[config.mk]
export PLATFORM = sky130hd
export DESIGN_NAME = axis_rotation_matrix_top_flat
export DESIGN_NICKNAME = d
export VERILOG_FILES = /design/src/hdl/axrot_pkg.sv /design/src/hdl/axrot_in_if.sv /design/src/hdl/axrot_out_if.sv /design/src/hdl/axrot_fold.sv /design/src/hdl/axrot_cordic.sv /design/src/hdl/axrot_matrix.sv /design/src/hdl/axis_rotation_matrix_top.sv /design/src/flat_wrapper.sv
export SDC_FILE = /design/constraint.sdc
export NUM_CORES = 2
export LEC_CHECK = 0
export BUFFER_PORTS_ARGS = -buffer_cell sky130_fd_sc_hd__buf_2
export CORE_MARGIN = 5
export CORE_UTILIZATION = 60
export DETAILED_ROUTE_END_ITERATION = 10
export PLACE_DENSITY = 0.76
export REMOVE_ABC_BUFFERS = 1
export SYNTH_ARGS = -nofsm -noshare
export SYNTH_HDL_FRONTEND = slang
export SYNTH_SLANG_ARGS = --single-unit
[constraint.sdc]
create_clock -name clk -period 14.4 [get_ports clk]
set_clock_uncertainty 0.15 [all_clocks]
set_input_delay 2.16 -clock clk [delete_from_list [all_inputs] [get_ports clk]]
set_output_delay 2.16 -clock clk [all_outputs]
set_load 0.05 [all_outputs]
[src/hdl/axrot_pkg.sv]
package axrot_pkg;

	localparam int FUNC_W            = 2;
	localparam int ANGLE_W           = 19;
	localparam int ELEM_W            = 16;
	localparam int WORK_W            = 34;
	localparam int WORK_FRAC         = 30;
	localparam int FOLD_W            = ANGLE_W + 1;
	localparam int ATAN_COUNT        = 24;
	localparam int DEF_CORDIC_STAGES = 16;
	localparam int DEF_OUT_FRAC_BITS = 14;

	localparam logic signed [FOLD_W-1:0] ANG_PI      = FOLD_W'(205887);
	localparam logic signed [FOLD_W-1:0] ANG_HALF_PI = FOLD_W'(102944);
	localparam logic signed [WORK_W-1:0] CORDIC_GAIN = WORK_W'(652032874);

	typedef enum logic [FUNC_W-1:0] {
		AXIS_X    = 2'd0,
		AXIS_Y    = 2'd1,
		AXIS_Z    = 2'd2,
		AXIS_NONE = 2'd3
	} axis_t;

	typedef struct packed {
		logic signed [WORK_W-1:0] x;
		logic signed [WORK_W-1:0] y;
		logic signed [WORK_W-1:0] z;
		logic                     neg;
		axis_t                    axis;
	} cordic_t;

	typedef struct packed {
		logic signed [ELEM_W-1:0] c;
		logic signed [ELEM_W-1:0] s;
		logic                     neg;
		axis_t                    axis;
	} trig_t;

	typedef struct packed {
		logic signed [ELEM_W-1:0] m00;
		logic signed [ELEM_W-1:0] m01;
		logic signed [ELEM_W-1:0] m02;
		logic signed [ELEM_W-1:0] m10;
		logic signed [ELEM_W-1:0] m11;
		logic signed [ELEM_W-1:0] m12;
		logic signed [ELEM_W-1:0] m20;
		logic signed [ELEM_W-1:0] m21;
		logic signed [ELEM_W-1:0] m22;
	} mat_t;

	function automatic logic signed [WORK_W-1:0] atan_q30(input int idx);
		logic [30:0] a;
		case (idx)
			0:  a = 31'd843314856;
			1:  a = 31'd497837829;
			2:  a = 31'd263043836;
			3:  a = 31'd133525158;
			4:  a = 31'd67021686;
			5:  a = 31'd33543515;
			6:  a = 31'd16775850;
			7:  a = 31'd8388437;
			8:  a = 31'd4194282;
			9:  a = 31'd2097149;
			10: a = 31'd1048575;
			11: a = 31'd524287;
			12: a = 31'd262143;
			13: a = 31'd131071;
			14: a = 31'd65535;
			15: a = 31'd32767;
			16: a = 31'd16383;
			17: a = 31'd8191;
			18: a = 31'd4095;
			19: a = 31'd2047;
			20: a = 31'd1023;
			21: a = 31'd511;
			22: a = 31'd255;
			23: a = 31'd127;
			default: a = '0;
		endcase
		return $signed({{(WORK_W-31){1'b0}}, a});
	endfunction

endpackage

[src/hdl/axrot_in_if.sv]
interface axrot_in_if;
	logic                                   valid;
	logic                                   ready;
	logic [axrot_pkg::FUNC_W-1:0]           func;
	logic signed [axrot_pkg::ANGLE_W-1:0]   angle;

	modport source(output valid, func, angle, input ready);
	modport sink(input valid, func, angle, output ready);
endinterface

[src/hdl/axrot_out_if.sv]
interface axrot_out_if;
	logic                                 valid;
	logic                                 ready;
	logic signed [axrot_pkg::ELEM_W-1:0]  m00;
	logic signed [axrot_pkg::ELEM_W-1:0]  m01;
	logic signed [axrot_pkg::ELEM_W-1:0]  m02;
	logic signed [axrot_pkg::ELEM_W-1:0]  m10;
	logic signed [axrot_pkg::ELEM_W-1:0]  m11;
	logic signed [axrot_pkg::ELEM_W-1:0]  m12;
	logic signed [axrot_pkg::ELEM_W-1:0]  m20;
	logic signed [axrot_pkg::ELEM_W-1:0]  m21;
	logic signed [axrot_pkg::ELEM_W-1:0]  m22;

	modport source(output valid, m00, m01, m02, m10, m11, m12, m20, m21, m22, input ready);
	modport sink(input valid, m00, m01, m02, m10, m11, m12, m20, m21, m22, output ready);
endinterface

[src/hdl/axrot_fold.sv]
module axrot_fold (
	input  logic                                 clk,
	input  logic                                 arst_n,
	input  logic                                 up_valid,
	output logic                                 up_ready,
	input  logic [axrot_pkg::FUNC_W-1:0]         func,
	input  logic signed [axrot_pkg::ANGLE_W-1:0] angle,
	output logic                                 dn_valid,
	input  logic                                 dn_ready,
	output axrot_pkg::cordic_t                   dn_data
);

	logic                                      v_s1;
	axrot_pkg::cordic_t                        d_s1;
	axrot_pkg::cordic_t                        nxt;
	logic signed [axrot_pkg::FOLD_W-1:0]       a_ext;
	logic signed [axrot_pkg::FOLD_W-1:0]       a_fold;
	logic                                      neg;

	// fold into [-pi/2, pi/2]; negate c and s later
	always_comb begin
		a_ext = {angle[axrot_pkg::ANGLE_W-1], angle};
		if (a_ext > axrot_pkg::ANG_HALF_PI) begin
			a_fold = a_ext - axrot_pkg::ANG_PI;
			neg    = 1'b1;
		end else if (a_ext < -axrot_pkg::ANG_HALF_PI) begin
			a_fold = a_ext + axrot_pkg::ANG_PI;
			neg    = 1'b1;
		end else begin
			a_fold = a_ext;
			neg    = 1'b0;
		end
		nxt.x    = axrot_pkg::CORDIC_GAIN;
		nxt.y    = '0;
		nxt.z    = axrot_pkg::WORK_W'(a_fold) <<< 14;
		nxt.neg  = neg;
		nxt.axis = axrot_pkg::axis_t'(func);
	end

	assign up_ready = !v_s1 || dn_ready;
	assign dn_valid = v_s1;
	assign dn_data  = d_s1;

	always_ff @(posedge clk or negedge arst_n) begin
		if (!arst_n) begin
			v_s1 <= 1'b0;
		end else if (up_ready) begin
			v_s1 <= up_valid;
		end
	end

	always_ff @(posedge clk) begin
		if (up_ready) begin
			d_s1 <= nxt;
		end
	end

endmodule

[src/hdl/axrot_cordic.sv]
module axrot_cordic #(
	parameter int CORDIC_STAGES = axrot_pkg::DEF_CORDIC_STAGES
) (
	input  logic               clk,
	input  logic               arst_n,
	input  logic               up_valid,
	output logic               up_ready,
	input  axrot_pkg::cordic_t up_data,
	output logic               dn_valid,
	input  logic               dn_ready,
	output axrot_pkg::cordic_t dn_data
);

	localparam int MSB = axrot_pkg::WORK_W - 1;

	logic [CORDIC_STAGES-1:0] stg_v_s;
	axrot_pkg::cordic_t       stg_d_s [CORDIC_STAGES];
	logic [CORDIC_STAGES-1:0] rdy;

	genvar k;
	generate
		for (k = 0; k < CORDIC_STAGES; k++) begin : g_stage
			axrot_pkg::cordic_t       src;
			axrot_pkg::cordic_t       nxt;
			logic                     src_v;
			logic signed [MSB:0]      xs;
			logic signed [MSB:0]      ys;
			logic signed [MSB:0]      at;

			if (k == 0) begin : g_head
				assign src   = up_data;
				assign src_v = up_valid;
			end else begin : g_body
				assign src   = stg_d_s[k-1];
				assign src_v = stg_v_s[k-1];
			end

			if (k == CORDIC_STAGES - 1) begin : g_tail
				assign rdy[k] = !stg_v_s[k] || dn_ready;
			end else begin : g_link
				assign rdy[k] = !stg_v_s[k] || rdy[k+1];
			end

			assign xs = src.x >>> k;
			assign ys = src.y >>> k;
			assign at = axrot_pkg::atan_q30(k);

			always_comb begin
				nxt = src;
				if (!src.z[MSB]) begin
					nxt.x = src.x - ys;
					nxt.y = src.y + xs;
					nxt.z = src.z - at;
				end else begin
					nxt.x = src.x + ys;
					nxt.y = src.y - xs;
					nxt.z = src.z + at;
				end
			end

			always_ff @(posedge clk or negedge arst_n) begin
				if (!arst_n) begin
					stg_v_s[k] <= 1'b0;
				end else if (rdy[k]) begin
					stg_v_s[k] <= src_v;
				end
			end

			always_ff @(posedge clk) begin
				if (rdy[k]) begin
					stg_d_s[k] <= nxt;
				end
			end
		end
	endgenerate

	assign up_ready = rdy[0];
	assign dn_valid = stg_v_s[CORDIC_STAGES-1];
	assign dn_data  = stg_d_s[CORDIC_STAGES-1];

endmodule

[src/hdl/axrot_matrix.sv]
module axrot_matrix #(
	parameter int OUT_FRAC_BITS = axrot_pkg::DEF_OUT_FRAC_BITS
) (
	input  logic               clk,
	input  logic               arst_n,
	input  logic               up_valid,
	output logic               up_ready,
	input  axrot_pkg::cordic_t up_data,
	output logic               dn_valid,
	input  logic               dn_ready,
	output axrot_pkg::mat_t    dn_data
);

	localparam int RW = axrot_pkg::WORK_W + 1;
	localparam int EW = axrot_pkg::ELEM_W;
	localparam int SH = axrot_pkg::WORK_FRAC - OUT_FRAC_BITS;
	localparam logic signed [RW-1:0] HALF =
		(SH > 0) ? RW'(64'sd1 <<< ((SH > 0) ? SH - 1 : 0)) : '0;
	localparam logic signed [RW-1:0] ONE_W = RW'(64'sd1 <<< OUT_FRAC_BITS);
	localparam logic signed [EW-1:0] ONE_E = EW'(64'sd1 <<< OUT_FRAC_BITS);

	logic                   v_s1;
	logic                   v_s2;
	logic                   rdy2;
	axrot_pkg::trig_t       d_s1;
	axrot_pkg::mat_t        d_s2;
	axrot_pkg::trig_t       trig;
	axrot_pkg::mat_t        mat;
	logic signed [RW-1:0]   xr;
	logic signed [RW-1:0]   yr;
	logic signed [RW-1:0]   xq;
	logic signed [RW-1:0]   yq;
	logic signed [EW-1:0]   c;
	logic signed [EW-1:0]   s;
	logic signed [EW-1:0]   sn;

	// round half up, then clamp to plus or minus one
	always_comb begin
		xr = ($signed({up_data.x[axrot_pkg::WORK_W-1], up_data.x}) + HALF) >>> SH;
		yr = ($signed({up_data.y[axrot_pkg::WORK_W-1], up_data.y}) + HALF) >>> SH;
		xq = (xr > ONE_W) ? ONE_W : ((xr < -ONE_W) ? -ONE_W : xr);
		yq = (yr > ONE_W) ? ONE_W : ((yr < -ONE_W) ? -ONE_W : yr);
		trig.c    = xq[EW-1:0];
		trig.s    = yq[EW-1:0];
		trig.neg  = up_data.neg;
		trig.axis = up_data.axis;
	end

	always_comb begin
		c   = d_s1.neg ? -d_s1.c : d_s1.c;
		s   = d_s1.neg ? -d_s1.s : d_s1.s;
		sn  = -s;
		mat = '0;
		unique case (d_s1.axis)
			axrot_pkg::AXIS_X: begin
				mat.m00 = ONE_E;
				mat.m11 = c;
				mat.m12 = s;
				mat.m21 = sn;
				mat.m22 = c;
			end
			axrot_pkg::AXIS_Y: begin
				mat.m00 = c;
				mat.m02 = sn;
				mat.m11 = ONE_E;
				mat.m20 = s;
				mat.m22 = c;
			end
			axrot_pkg::AXIS_Z: begin
				mat.m00 = c;
				mat.m01 = s;
				mat.m10 = sn;
				mat.m11 = c;
				mat.m22 = ONE_E;
			end
			axrot_pkg::AXIS_NONE: begin
				mat.m00 = ONE_E;
				mat.m11 = ONE_E;
				mat.m22 = ONE_E;
			end
		endcase
	end

	assign rdy2     = !v_s2 || dn_ready;
	assign up_ready = !v_s1 || rdy2;
	assign dn_valid = v_s2;
	assign dn_data  = d_s2;

	always_ff @(posedge clk or negedge arst_n) begin
		if (!arst_n) begin
			v_s1 <= 1'b0;
			v_s2 <= 1'b0;
		end else begin
			if (up_ready) begin
				v_s1 <= up_valid;
			end
			if (rdy2) begin
				v_s2 <= v_s1;
			end
		end
	end

	always_ff @(posedge clk) begin
		if (up_ready) begin
			d_s1 <= trig;
		end
		if (rdy2) begin
			d_s2 <= mat;
		end
	end

endmodule

[src/hdl/axis_rotation_matrix_top.sv]
// Direction cosine matrix for a rotation about the x, y or z axis. Each angle_ch
// transfer carries an axis code (0 = x, 1 = y, 2 = z, 3 = identity) and a signed
// Q2.16 angle in radians, which the caller keeps within [-pi, pi]; each matrix_ch
// transfer carries the nine Q1.14 elements. One transfer is taken every cycle
// while matrix_ch does not stall. The path has one quadrant-fold register, one
// register per CORDIC iteration, one round and saturate register and one output
// register. Every stage holds its own valid bit, so a stall on matrix_ch fills
// empty stages first and only then drops angle_ch.ready.
module axis_rotation_matrix_top #(
	parameter int CORDIC_STAGES = axrot_pkg::DEF_CORDIC_STAGES,
	parameter int OUT_FRAC_BITS = axrot_pkg::DEF_OUT_FRAC_BITS
) (
	input logic        clk,
	input logic        arst_n,
	axrot_in_if.sink   angle_ch,
	axrot_out_if.source matrix_ch
);

	logic               fold_v;
	logic               fold_r;
	axrot_pkg::cordic_t fold_d;
	logic               cor_v;
	logic               cor_r;
	axrot_pkg::cordic_t cor_d;
	axrot_pkg::mat_t    mat;

	axrot_fold u_fold (
		.clk      (clk),
		.arst_n   (arst_n),
		.up_valid (angle_ch.valid),
		.up_ready (angle_ch.ready),
		.func     (angle_ch.func),
		.angle    (angle_ch.angle),
		.dn_valid (fold_v),
		.dn_ready (fold_r),
		.dn_data  (fold_d)
	);

	axrot_cordic #(
		.CORDIC_STAGES (CORDIC_STAGES)
	) u_cordic (
		.clk      (clk),
		.arst_n   (arst_n),
		.up_valid (fold_v),
		.up_ready (fold_r),
		.up_data  (fold_d),
		.dn_valid (cor_v),
		.dn_ready (cor_r),
		.dn_data  (cor_d)
	);

	axrot_matrix #(
		.OUT_FRAC_BITS (OUT_FRAC_BITS)
	) u_matrix (
		.clk      (clk),
		.arst_n   (arst_n),
		.up_valid (cor_v),
		.up_ready (cor_r),
		.up_data  (cor_d),
		.dn_valid (matrix_ch.valid),
		.dn_ready (matrix_ch.ready),
		.dn_data  (mat)
	);

	assign matrix_ch.m00 = mat.m00;
	assign matrix_ch.m01 = mat.m01;
	assign matrix_ch.m02 = mat.m02;
	assign matrix_ch.m10 = mat.m10;
	assign matrix_ch.m11 = mat.m11;
	assign matrix_ch.m12 = mat.m12;
	assign matrix_ch.m20 = mat.m20;
	assign matrix_ch.m21 = mat.m21;
	assign matrix_ch.m22 = mat.m22;

	a_empty_accepts: assert property (@(posedge clk) disable iff (!arst_n)
		!matrix_ch.valid |-> angle_ch.ready)
		else $error("pipeline empty at output but input stalled");

	a_skew: assert property (@(posedge clk) disable iff (!arst_n)
		matrix_ch.valid |-> (matrix_ch.m10 == axrot_pkg::ELEM_W'(-matrix_ch.m01)) &&
			(matrix_ch.m20 == axrot_pkg::ELEM_W'(-matrix_ch.m02)) &&
			(matrix_ch.m21 == axrot_pkg::ELEM_W'(-matrix_ch.m12)))
		else $error("off-diagonal elements not antisymmetric");

	a_diag: assert property (@(posedge clk) disable iff (!arst_n)
		matrix_ch.valid |-> (matrix_ch.m00 == matrix_ch.m11) ||
			(matrix_ch.m00 == matrix_ch.m22) || (matrix_ch.m11 == matrix_ch.m22))
		else $error("diagonal has no cosine pair");

endmodule
[src/flat_wrapper.sv]
// flat-port wrapper written by rule: the top's interface ports become plain ports
module axis_rotation_matrix_top_flat 
#(
	parameter int CORDIC_STAGES = axrot_pkg::DEF_CORDIC_STAGES,
	parameter int OUT_FRAC_BITS = axrot_pkg::DEF_OUT_FRAC_BITS
)
  (clk, arst_n, angle_ch_valid, angle_ch_func, angle_ch_angle, angle_ch_ready, matrix_ch_valid, matrix_ch_m00, matrix_ch_m01, matrix_ch_m02, matrix_ch_m10, matrix_ch_m11, matrix_ch_m12, matrix_ch_m20, matrix_ch_m21, matrix_ch_m22, matrix_ch_ready);
  axrot_in_if angle_ch_i ();
  axrot_out_if matrix_ch_i ();
  input logic clk;
  input logic arst_n;
  input wire logic [$bits(angle_ch_i.valid)-1:0] angle_ch_valid;
  input wire logic [$bits(angle_ch_i.func)-1:0] angle_ch_func;
  input wire logic [$bits(angle_ch_i.angle)-1:0] angle_ch_angle;
  output wire logic [$bits(angle_ch_i.ready)-1:0] angle_ch_ready;
  output wire logic [$bits(matrix_ch_i.valid)-1:0] matrix_ch_valid;
  output wire logic [$bits(matrix_ch_i.m00)-1:0] matrix_ch_m00;
  output wire logic [$bits(matrix_ch_i.m01)-1:0] matrix_ch_m01;
  output wire logic [$bits(matrix_ch_i.m02)-1:0] matrix_ch_m02;
  output wire logic [$bits(matrix_ch_i.m10)-1:0] matrix_ch_m10;
  output wire logic [$bits(matrix_ch_i.m11)-1:0] matrix_ch_m11;
  output wire logic [$bits(matrix_ch_i.m12)-1:0] matrix_ch_m12;
  output wire logic [$bits(matrix_ch_i.m20)-1:0] matrix_ch_m20;
  output wire logic [$bits(matrix_ch_i.m21)-1:0] matrix_ch_m21;
  output wire logic [$bits(matrix_ch_i.m22)-1:0] matrix_ch_m22;
  input wire logic [$bits(matrix_ch_i.ready)-1:0] matrix_ch_ready;
  assign angle_ch_i.valid = angle_ch_valid;
  assign angle_ch_i.func = angle_ch_func;
  assign angle_ch_i.angle = angle_ch_angle;
  assign angle_ch_ready = angle_ch_i.ready;
  assign matrix_ch_valid = matrix_ch_i.valid;
  assign matrix_ch_m00 = matrix_ch_i.m00;
  assign matrix_ch_m01 = matrix_ch_i.m01;
  assign matrix_ch_m02 = matrix_ch_i.m02;
  assign matrix_ch_m10 = matrix_ch_i.m10;
  assign matrix_ch_m11 = matrix_ch_i.m11;
  assign matrix_ch_m12 = matrix_ch_i.m12;
  assign matrix_ch_m20 = matrix_ch_i.m20;
  assign matrix_ch_m21 = matrix_ch_i.m21;
  assign matrix_ch_m22 = matrix_ch_i.m22;
  assign matrix_ch_i.ready = matrix_ch_ready;
  axis_rotation_matrix_top #(.CORDIC_STAGES(CORDIC_STAGES), .OUT_FRAC_BITS(OUT_FRAC_BITS)) u_core (.clk(clk), .arst_n(arst_n), .angle_ch(angle_ch_i), .matrix_ch(matrix_ch_i));
endmodule
==> impl_metrics.tcl <==
set metrics [dict create \
    status "completed" \
    cp_top_family "simple AND/OR/NAND/NOR gates" \
    synthFlopType "edfxtp_1" \
    hold_buffers 0 \
    avgRoutedWirePerCell_um 19.7 \
    slowest_delay_ns 0.69 \
    cp.buffers_inverters 4 \
    dr.pass1.iters 6 \
    crit_chain "buf_2 -> nor2b_1 -> nand2_2 -> nor2_1 -> and2_1 -> inv_4 -> nor3_1 -> and2_1 -> nand3_4 -> nor2_1 -> nand4_1 -> buf_4 -> buf_2" \
    fill_cells 17300 \
    reg2reg_to "u_core.u_cordic.stg_d_s[0][17]" \
    die-height_um 479 \
    holdWs_ns 0.265 \
    finalHoldViolCount 0 \
    hpwlAfterDp_mm 260 \
    die_x_um 479 \
    synth-seq-cells 1679 \
    finalSetupViolCount 0 \
    cp_max_fo 39 \
    dp_slack_ns 4.46 \
    worst_slew_pin_slew_ns 1.20 \
    insertion_delay_ns 0.84 \
    max_cap_violations 0 \
    synth_area_leaders "edfxtp_1 (38%), ha_1 (13%), xnor2_1 (8.3%), a21oi_1 (5.2%), xor2_1 (4.2%)" \
    port_buffers 170 \
    clkSinkCount 1679 \
    gp_congestion 0.951 \
    fp-row-count 172 \
    hold_depth 0 \
    fmax_ghz 0.101 \
    cts_buffer_depth 3 \
    die-area_um2 230000 \
    reg2reg_from "u_core.u_matrix.dn_valid" \
    grt.overflow.total 0 \
    min_from "u_core.u_cordic.stg_d_s[1][211]" \
    synth_top_area_frac 0.378 \
    drive_gt1_frac 0.0520 \
    grt_max_degree 95 \
    synth.lib_cells_used.distinct 93 \
    ff2ff_setup_slack_ns 7.68 \
    ios 171 \
    track_usage 0.277 \
    synthArstFlopShare 0.0113 \
    yosys_warnings 0 \
    min_to "u_core.u_cordic.stg_d_s[1][316]" \
    first_global_vias 99500 \
    rsz0062_at_grt "no" \
    synth_cells 13500 \
    drt_iter0_markers 7316 \
    startpoint_type "primary input" \
    syn_area_um2 132000 \
    multiInputGateArea_um2 78800 \
    slew_headroom 0.197 \
    synth_top_cell_by_area "edfxtp_1" \
    via_count 103000 \
    antenna_found_initial 2 \
    fin_crit_ns 9.92 \
    cts-resized-gates 0 \
    reg2reg_depth 10 \
    synth-edff-count 1660 \
    routed_wl_mm 330 \
    cp.required_ns 12.09 \
    setup_ws_ns 4.48 \
    drv_slew 0 \
    critical_path_class "primary input to output pin" \
    nNetsFinal 15200 \
    clk_pin_slew_worst_paths_ns 0.06 \
    root_buffer "clkbuf_16" \
    htree_levels 4 \
    cts_tree "yes" \
    syn_to_final_growth_pct 7.77 \
    avgSynthCellArea_um2 9.79 \
    postCtsSetupRepairBufs 0 \
    ff_latch_area_um2 50300 \
    grt_pass1_wl_mm 522 \
    via_per_inst 6.18 \
    drc 0 \
    endpoint_kind "output pin" \
    tns_ns 0 \
    core_um2 219000 \
    start_util 0.602 \
    crit_slowest_cell "nand2_2" \
    min_period_over_period 0.689 \
    ant_nets 0 \
    worstPathArrival_ns 7.61 \
    holdCritPathClass "register to register" \
    ys_seq_area_frac 0.381 \
    numCtsBuffers 183 \
]
-- cells in the final DEF, fill, tap and decap left out, drive strengths merged, types with 32 or more instances in the layout --
cell,count
edfxtp,1660
ha,1400
a21oi,1381
xnor2,1250
nor2,1235
nand2,653
xor2,633
o21ai,622
inv,603
a21o,593
nor3,364
o21a,253
nor2b,239
nand3,229
nand2b,228
buf,228
clkbuf,220
o21bai,166
a31oi,141
a211oi,122
and3,110
or3,93
and2,89
nand4,86
clkinv,86
nor4,84
mux2i,74
o31ai,69
or2,67
mux2,63
o211ai,57
o41ai,52
a21boi,51
a2111oi,39
fa,37
or4,37
a31o,36
nor3b,35
o31a,32
-- per-stage QoR --
step	utilization	instance area (µm²)	std cells
after floorplan	-	131000	13300
after global placement	0.621	136000	16400
after detailed placement	0.621	136000	16400
after CTS	0.649	142000	16700
after global routing	0.649	142000	16700
final	0.649	142000	16700
-- cell usage after synthesis, types with 229 or more instances --
master,count
ha_1,1400
xor2_1,633
xnor2_1,1250
inv_1,586
nor2b_1,239
o21ai_0,619
nor2_1,1235
nand2_1,653
a21oi_1,1381
nand3_1,229
o21a_1,252
edfxtp_1,1660
a21o_1,593
nor3_1,363
-- cell families after synthesis --
| family | Yosys count | share of synthesized area |
|---|---|---|
| adder cells (fa/ha/maj) | 1437 | 0.138 |
| buffers and inverters | 798 | 0.0228 |
| XOR/XNOR | 1883 | 0.125 |
| flip-flops | 1679 | 0.381 |
| AO/OA/AOI/OAI | 3930 | 0.189 |
| AND/OR/NAND/NOR | 3622 | 0.132 |
| multiplexers | 137 | 0.0110 |
-- sequential cells by signal, indices dropped and copies added, names as in the netlist --
name                           flops
u_core.u_cordic.dn_valid           1
u_core.u_matrix.dn_valid           1
u_core.u_fold.dn_data             23
u_core.u_fold.dn_valid             1
u_core.u_cordic.g_stage.src_v     15
u_core.u_matrix.d_s1              35
u_core.u_matrix.v_s1               1
u_core.u_matrix.dn_data          141
u_core.u_cordic.stg_d_s         1461
-- layout make-up --
type / count / area share
inverters: 591 / 0.0157
multi-input cells: 11000 / 0.554
diodes: 5 / 0.0000879
repair buffers: 228 / 0.00904
clock inverters: 125 / 0.00951
clock buffers: 220 / 0.0332
flip-flops and latches: 1679 / 0.354
well taps: 2871 / 0.0252
-- routing by layer --
metal	vias up	track usage	wire length, µm
li1	50500	-	-
met1	49300	0.349	138000
met2	2946	0.489	162000
met3	696	0.0308	16400
met4	0	0.106	13400
met5	-	0	0
-- how the worst max path moves through the flow --
stage / from / endpoint / slack, ns / cells after the start
2_1_floorplan: matrix_ch_ready / angle_ch_ready / 1.88 / 10
3_3_place_gp: matrix_ch_ready / angle_ch_ready / 4.47 / 13
3_5_place_dp: matrix_ch_ready / angle_ch_ready / 4.46 / 13
4_1_cts: matrix_ch_ready / angle_ch_ready / 4.41 / 13
5_1_grt: matrix_ch_ready / angle_ch_ready / 4.00 / 13
6_report: matrix_ch_ready / angle_ch_ready / 4.48 / 13
Power is not shown: default switching activity piles up to over one toggle a cycle in this logic, so the estimate is an artifact.
